$ cat config.mk
export PLATFORM = sky130hd
export DESIGN_NAME = bpge_ctrl
export DESIGN_NICKNAME = d
export VERILOG_FILES = /design/src/bpge_pkg.sv /design/src/bpge_ctrl.sv
export SDC_FILE = /design/constraint.sdc
export NUM_CORES = 1
export LEC_CHECK = 0
export ABC_AREA = 1
export BUFFER_PORTS_ARGS = -buffer_cell sky130_fd_sc_hd__buf_4
export CORE_AREA = 10 10 47 49
export CTS_CLUSTER_SIZE = 28
export DETAILED_ROUTE_END_ITERATION = 6
export DIE_AREA = 0 0 57 59
export PLACE_DENSITY = 0.41
export SETUP_SLACK_MARGIN = 0.5
export SYNTH_ARGS = -nofsm -noshare
export SYNTH_HDL_FRONTEND = slang
export SYNTH_SLANG_ARGS = --single-unit
$ cat constraint.sdc
create_clock -name clk -period 2.1 [get_ports clk]
set_input_delay 0.315 -clock clk [delete_from_list [all_inputs] [get_ports clk]]
set_output_delay 0.315 -clock clk [all_outputs]
set_load 0.02 [all_outputs]
$ cat src/bpge_pkg.sv
`default_nettype none
package bpge_pkg;

  // Store geometry
  localparam int NODES      = 4096;
  localparam int PW         = 64;              // pattern bits per node word
  localparam int ADDR_W     = $clog2(NODES);
  localparam int NODE_W     = 12;              // width of the node fields
  localparam int NODE_EXT_W = 17;              // wide enough for any NODES index
  localparam int WORD_W     = 64;              // width of the word fields

  typedef enum logic [1:0] {
    REQ_WRITE  = 2'd0,
    REQ_FANIN  = 2'd1,
    REQ_READ   = 2'd2,
    REQ_BACKUP = 2'd3
  } req_t;

  typedef enum logic [3:0] {
    GF_BUF  = 4'd0,
    GF_NOT  = 4'd1,
    GF_AND  = 4'd2,
    GF_OR   = 4'd3,
    GF_NAND = 4'd4,
    GF_NOR  = 4'd5,
    GF_XOR  = 4'd6,
    GF_XNOR = 4'd7,
    GF_MUX  = 4'd8
  } gate_fn_t;

  // controller -> datapath
  typedef struct packed {
    logic wr_in;      // write request accepted this cycle
    logic issue;      // other request accepted: capture fields, start store reads
    logic rd_fanin;   // address value store with the fanin node
    logic fold;       // fold the read word into the accumulator
    logic backup;     // copy the read word into the backup store
    logic load_out;   // load the output register
  } cmd_t;

  // datapath -> controller
  typedef struct packed {
    logic out_free;   // output register can take a word this cycle
  } sts_t;

endpackage
`default_nettype wire

$ cat src/bpge_ctrl.sv
`default_nettype none
module bpge_ctrl
  import bpge_pkg::*;
(
  input  wire logic       clk,
  input  wire logic       rst_n,
  input  wire logic       in_valid,
  output logic            in_ready,
  input  wire logic [1:0] in_req_type,
  input  wire sts_t       sts,
  output cmd_t            cmd
);

  typedef enum logic {
    S_IDLE,
    S_EXEC
  } state_t;

  state_t state_r, state_nxt;
  req_t   req_r, req_nxt;
  logic   accept;

  assign in_ready = (state_r == S_IDLE);
  assign accept   = in_valid && in_ready;

  always_comb begin
    cmd          = '0;
    state_nxt    = state_r;
    req_nxt      = req_r;
    cmd.rd_fanin = (req_t'(in_req_type) == REQ_FANIN);
    case (state_r)
      S_IDLE: begin
        if (accept) begin
          if (req_t'(in_req_type) == REQ_WRITE) begin
            cmd.wr_in = 1'b1;
          end else begin
            cmd.issue = 1'b1;
            req_nxt   = req_t'(in_req_type);
            state_nxt = S_EXEC;
          end
        end
      end
      S_EXEC: begin
        case (req_r)
          REQ_FANIN: begin
            cmd.fold  = 1'b1;
            state_nxt = S_IDLE;
          end
          REQ_BACKUP: begin
            cmd.backup = 1'b1;
            state_nxt  = S_IDLE;
          end
          REQ_READ: begin
            if (sts.out_free) begin
              cmd.load_out = 1'b1;
              state_nxt    = S_IDLE;
            end
          end
          default: begin
            state_nxt = S_IDLE;
          end
        endcase
      end
      default: begin
        state_nxt = S_IDLE;
      end
    endcase
  end

  always_ff @(posedge clk) begin
    if (!rst_n) begin
      state_r <= S_IDLE;
      req_r   <= REQ_WRITE;
    end else begin
      state_r <= state_nxt;
      req_r   <= req_nxt;
    end
  end

  // a non-write request always takes the execute cycle
  a_exec_after_issue: assert property (@(posedge clk) disable iff (!rst_n)
    cmd.issue |=> !in_ready)
    else $error("input taken during execute cycle");

endmodule
`default_nettype wire

==> results.ini, run 1 <==
[setup_path]
end_kind = output port
critPathKind = reg2out
crit_arrival_ns = 1.03
required_ns = 1.78
crit_path_max_fanout = 3
cp-start-kind = flop

[synth]
syn_area_sq_um = 173.9
ys_ff_latch = 3
ys_seq_area_frac = 0.3453
avgSynthCellArea_sq_um = 5.797
syn-instance-count = 30
synth_fp_nets = 36
yosysWarningCount = 0
yosysUniqueCellTypes = 9

[cells_and_area]
stdcell_count = 62
syn_to_final_growth_pct = 78.42
layout_commonest_cell = buf_4
finish.utilization = 0.2214
fin_nets = 53
drive_gt1_frac = 0.3696
final_cell_mix = 12 x buf_4, 7 x inv_1, 6 x nand2_1
diodes = 0

[sta]
slew_viol_final = 0
period_minus_slack_ns = 1.345
rsz0062_at_grt = false
clock.fmax_mhz = 743.7
post-route-period-util = 0.6403
timing.final.hold_violations = 0
worst_slew_pin_slew_ns = 0.1564
setup_viol = 0
setup_tns_ns = 0
relSlewSlack = 0.8949
clock_skew_ns = 0.0006025

[cts]
hold_buffers = 0
cts_sinks = 3
htreeDepth = 1
clock_latency_ns = 0.23
cts_resized = 0
clkTransAtPathRegs_ns = 0.04
cts_buffer_depth = 2
cts_inserted_buffers = 3
postCtsSetupRepairBufs = 0
cts_tree = yes
root_buffer = clkbuf_4

[drt]
routed_wl_um = 551
viasPerCell = 3.726
dr.pass1.iters = 2
vias = 231
drc = 0
first_iter_violations = 5
wire_per_inst_um = 8.887
detail-route-antenna-nets = 0

[global_route]
grt_pass1_wl_um = 966
grt.overflow.total = 0
grt_pass1_vias = 243
globalRouteTotalUtil = 0.03761
grt_max_degree = 8
antenna_found_initial = 0

[floorplan]
initial_core_util = 0.1241
rows = 14
fp.dieW_um = 57
core_area_sq_um = 1401
io_pins = 13
die_h_um = 59
dieArea_sq_um = 3363

[placed_design]
dp_cells = 58
portBuffers = 12
routabilityCongestion = 0.6687

[pwr]
power.total_w = 0.0002053
peakVddDrop_mv = 0.4385
power_density_nw_per_um2 = 661.7
p_leak_nw = 0.1621

[worst_hold_path]
hp-class = in2reg

[flow_run]
drv_cap = 0

[outcome]
status = finished, final reports clean

[flip-flops by register name (all words and copies together), names as in the netlist]
signal and flops:
req_r 2, state_r 1
[cell families (layout without fill, tap and decap cells)]
| logic type | Yosys count | count (layout) | share of synthesized area |
|---|---|---|---|
| buffers and inverters | 8 | 24 | 0.1727 |
| AND/OR/NAND/NOR | 16 | 16 | 0.3956 |
| AO/OA/AOI/OAI | 3 | 3 | 0.08631 |
| flip-flops | 3 | 3 | 0.3453 |
[power breakdown]
| group | leakage, nW | total (W) | internal (W) | switching [W] |
|---|---|---|---|---|
| sequential | 0.0247 | 0.0000637 | 0.0000610 | 0.00000268 |
| clock | 0.0150 | 0.000102 | 0.0000713 | 0.0000311 |
| combinational | 0.122 | 0.0000393 | 0.0000176 | 0.0000217 |
[final cells by class]
class	count	area, sq um
Timing Repair Buffer	12	90.09
Inverter	8	30.03
Fill cell	175	1091
Clock buffer	4	26.28
Sequential cell	3	60.06
Multi-Input combinational cell	19	83.83
Tap cell	16	20.02
[synth_stat cells]
cell type	n	area, sq um
a21oi_1	3	15.01
nand3_1	2	10.01
nor3_1	3	15.01
dfxtp_1	3	60.06
inv_1	7	26.28
nand2_1	6	22.52
inv_2	1	3.750
nor2_1	4	15.01
nor2_2	1	6.260
[worst paths after layout]
path | from | endpoint | slack [ns] | cells past startpoint
setup / recovery | req_r[1]$_SDFFE_PN0P_ | cmd[0] | 0.76 | 5
hold / removal | rst_n | state_r$_SDFF_PN0_ | 0.35 | 3
setup reg to reg | req_r[1]$_SDFFE_PN0P_ | state_r$_SDFF_PN0_ | 1.32 | 4
hold reg to reg | req_r[0]$_SDFFE_PN0P_ | req_r[0]$_SDFFE_PN0P_ | 0.47 | 2
[worst max-delay path, stage by stage (launching register included)]
cell and delay (ns):
dfxtp_1 0.34, inv_1 0.06, nor2_1 0.11, nand2_1 0.06, nor2_1 0.08, buf_4 0.14
[routing by layer]
layer,track usage,share of wire,wire length [um]
met1,0.03448,0.43,235
met2,0.05116,0.41,224
met3,0.04721,0.17,91
met4,0.01007,0,0
met5,0,0,0
[through the flow]
step / hold WS [ns] / cell area, sq um / setup WS (ns)
2_1_floorplan: 0.4518 / 173.9 / 0.8727
3_3_place_gp: 0.4721 / 284.0 / 0.9232
3_5_place_dp: 0.4726 / 284.0 / 0.9205
4_1_cts: 0.3424 / 310.3 / 0.7340
5_1_grt: 0.3711 / 310.3 / 0.6192
6_report: 0.3468 / 310.3 / 0.7553
(Power assumes the default switching activity.)
==> run 2: changes to the inputs <==
ABC_AREA = 0   (was 1)
clock period = 1.3 ns   (was 2.1 ns; I/O delays follow)
==> results.ini, run 2 <==
[synth]
ys.flop_type = dfxtp_1
synth_top_cell_area_share = 0.3453  ; unchanged
synth_fp_nets = 27  ; -25%
synth_area_leaders = dfxtp_1 35%, a21boi_1 8.6%, nand3b_1 8.6%
syn_area_sq_um = 173.9  ; unchanged
synthArstFlopShare = 0  ; unchanged
yosys.area.top_type = dfxtp_1
avgSynthCellArea_sq_um = 8.282  ; +43%
syn-instance-count = 21  ; -30%
ys_seq_area_frac = 0.3453  ; unchanged
yosysUniqueCellTypes = 13  ; +4
yosysWarningCount = 0  ; unchanged
ys_top_cells_by_count = 3 x dfxtp_1, 3 x nand2_1
ys_ff_latch = 3  ; unchanged
synth_edf_count = 0  ; unchanged

[setup_path]
end_kind = output port
crit_path_max_fanout = 6  ; +3
slowest_delay_ns = 0.36  ; +0.02 ns
crit_path_start = state_r$_SDFF_PN0_
reg2regPathDepth = 3  ; -1
cp_num_buf_inv = 1  ; -1
r2r-start = state_r$_SDFF_PN0_
required_ns = 1.11  ; -0.67 ns
slowest_stage = dfxtp_4
critical-path-top-delay-family = flip-flops
crit_chain = nand2b_4, nor3_4, buf_6
critPathKind = reg2out
crit_cells = 3  ; -2
reg2reg_to = state_r$_SDFF_PN0_
cp-start-kind = flop
crit_arrival_ns = 1.00  ; -0.03 ns
ff2ff_setup_slack_ns = 0.45  ; -0.87 ns
crit_end = cmd[5]

[floorplan]
die_h_um = 59  ; unchanged
initial_core_util = 0.1241  ; unchanged
rows = 14  ; unchanged
io_pins = 13  ; unchanged
fp.dieW_um = 57  ; unchanged
dieArea_sq_um = 3363  ; unchanged
core_area_sq_um = 1401  ; unchanged

[pwr]
p_sw_w = 0.00009259  ; +67%
peakVddDrop_mv = 0.5815  ; +33%
combPwrFrac = 0.227  ; +0.036
sequentialPowerShare = 0.313  ; +0.003
p_leak_nw = 0.1585  ; -2.2%
switching_share = 0.2661  ; -0.003765
intPower_w = 0.0002554  ; +70%
power.total_w = 0.0003480  ; +69%
power_density_nw_per_um2 = 891.4  ; +35%
clkPwrFrac = 0.460  ; -0.038

[cells_and_area]
syn_to_final_growth_pct = 124.5
stdcell_count = 53  ; -15%
layout_commonest_cell = buf_6
fin_nets = 44  ; -17%
largest_register_ffs = 2  ; unchanged
diodes = 0  ; unchanged
finish.utilization = 0.2786  ; +0.05714
largest-register = req_r
reg_top3 = req_r: 2 flops, state_r: 1 flops
drive_gt1_frac = 0.7027  ; +0.3331
final_cell_mix = 7 x buf_6, 5 x buf_4, 3 x clkbuf_4

[cts]
clock_latency_ns = 0.23  ; about the same
hold_buffers = 0  ; unchanged
cts_tree = yes
cts_sinks = 3  ; unchanged
clkTransAtPathRegs_ns = 0.03  ; about the same
htreeDepth = 1  ; unchanged
root_buffer = clkbuf_4
cts_buffer_depth = 2  ; unchanged
cts_inserted_buffers = 3  ; unchanged

[flow_run]
drv_cap = 0  ; unchanged

[sta]
timing.final.ws_setup_ns = 0.1048  ; -0.6505 ns
relSlewSlack = 0.8751  ; -0.01981
rsz0062_at_grt = true
post-route-period-util = 0.9194
worst_slew_pin_slew_ns = 0.1859  ; +0.02949 ns
timing.final.hold_violations = 0  ; unchanged
setup_viol = 0  ; unchanged
clock_skew_ns = 0.002928  ; +0.002325 ns
period_minus_slack_ns = 1.195
setup_tns_ns = 0  ; unchanged
clock.fmax_mhz = 836.7
slew_viol_final = 0  ; unchanged

[global_route]
globalRouteTotalUtil = 0.04064  ; +0.003026
grt_pass1_wl_um = 1041  ; +7.8%
grt_max_degree = 7  ; -1
grt_pass1_vias = 251  ; +3.3%
antenna_found_initial = 0  ; unchanged
grt.overflow.total = 0  ; unchanged

[placed_design]
dp_cells = 49  ; -16%
routabilityCongestion = 0.6107  ; -8.7%
portBuffers = 12  ; unchanged
place_ws_ns = 0.3059  ; -0.6145 ns
dpl.hpwl_um = 536.5

[outcome]
status = finished, final reports clean

[drt]
viasPerCell = 4.000  ; +7.4%
detail-route-antenna-nets = 0  ; unchanged
routed_wl_um = 595  ; +8.0%
vias = 212  ; -8.2%
wire_per_inst_um = 11.23  ; +26%
dr.pass1.iters = 1  ; -1
first_iter_violations = 0  ; -5
drc = 0  ; unchanged

[worst_hold_path]
hp-class = in2reg

-- run 2: changes by cell type in the layout (fill, tap and decap cells not counted), sizes merged, moves of 2 or more --
cell	change
nand3	-2
nor2	-3
inv	-7
nor3b	+2
nand2	-3
a21boi	+2
a21oi	-3
nand3b	+2
-- run 2: worst min path at each step --
stage | start | to | slack (ns) | depth (start not counted)
2_1_floorplan | rst_n | state_r$_SDFF_PN0_ | 0.31 | 1
3_3_place_gp | rst_n | state_r$_SDFF_PN0_ | 0.41 | 2
3_5_place_dp | rst_n | state_r$_SDFF_PN0_ | 0.43 | 2
4_1_cts | rst_n | state_r$_SDFF_PN0_ | 0.19 | 2
5_1_grt | rst_n | state_r$_SDFF_PN0_ | 0.18 | 2
6_report | rst_n | state_r$_SDFF_PN0_ | 0.19 | 2
-- run 2: timing repair --
item                                    CTS  global route
setup buffers                             0             0
hold endpoints to repair                  0             0
gates cloned                              0             0
endpoints found under the setup margin    8            10
gates resized for setup                   7             2
pin swaps                                 1             2
-- run 2: metal layers --
layer | part of all wire | track usage | up-vias
li1 | - | - | 107
met1 | 0.41 | 0.03805 | 90
met2 | 0.38 | 0.05116 | 15
met3 | 0.22 | 0.04936 | 0
met4 | 0 | 0.02013 | 0
met5 | 0 | 0 | -
-- run 2: cells by family after synthesis --
logic type	after synthesis	synth area share
AND/OR/NAND/NOR	14	0.5036
flip-flops	3	0.3453
AO/OA/AOI/OAI	3	0.1295
buffers and inverters	1	0.02156
-- run 2: layout make-up --
type | instances | area [sq um]
clock buffer | 4 | 26.28
fill | 164 | 1011
inverter | 1 | 6.256
multi-input combinational | 17 | 152.6
sequential | 3 | 68.82
tap | 16 | 20.02
timing repair buffer | 12 | 116.4
-- run 2: power by group through the flow --
stage | Combinational, W | Clock, W | Sequential, W
after floorplan | 0.0000405 | 0 | 0.000108
after global placement | 0.0000728 | 0 | 0.000110
after detailed placement | 0.0000746 | 0 | 0.000111
after CTS | 0.0000792 | 0.000165 | 0.000109
after global routing | 0.0000856 | 0.000184 | 0.000110
final | 0.0000791 | 0.000160 | 0.000109
-- run 2: through the flow --
stage | cell area, sq um | hold WS, ns
3_5_place_dp | 334.1 | 0.4268
6_report | 390.4 | 0.1878
2_1_floorplan | 224.0 | 0.3119
5_1_grt | 390.4 | 0.1841
3_3_place_gp | 334.1 | 0.4130
4_1_cts | 382.9 | 0.1858
-- run 2: worst reg2reg max path: stages (launching register included) --
cell      delay [ns]
dfxtp_4         0.38
nand2b_4        0.16
nor2_4          0.04
o21a_1          0.16
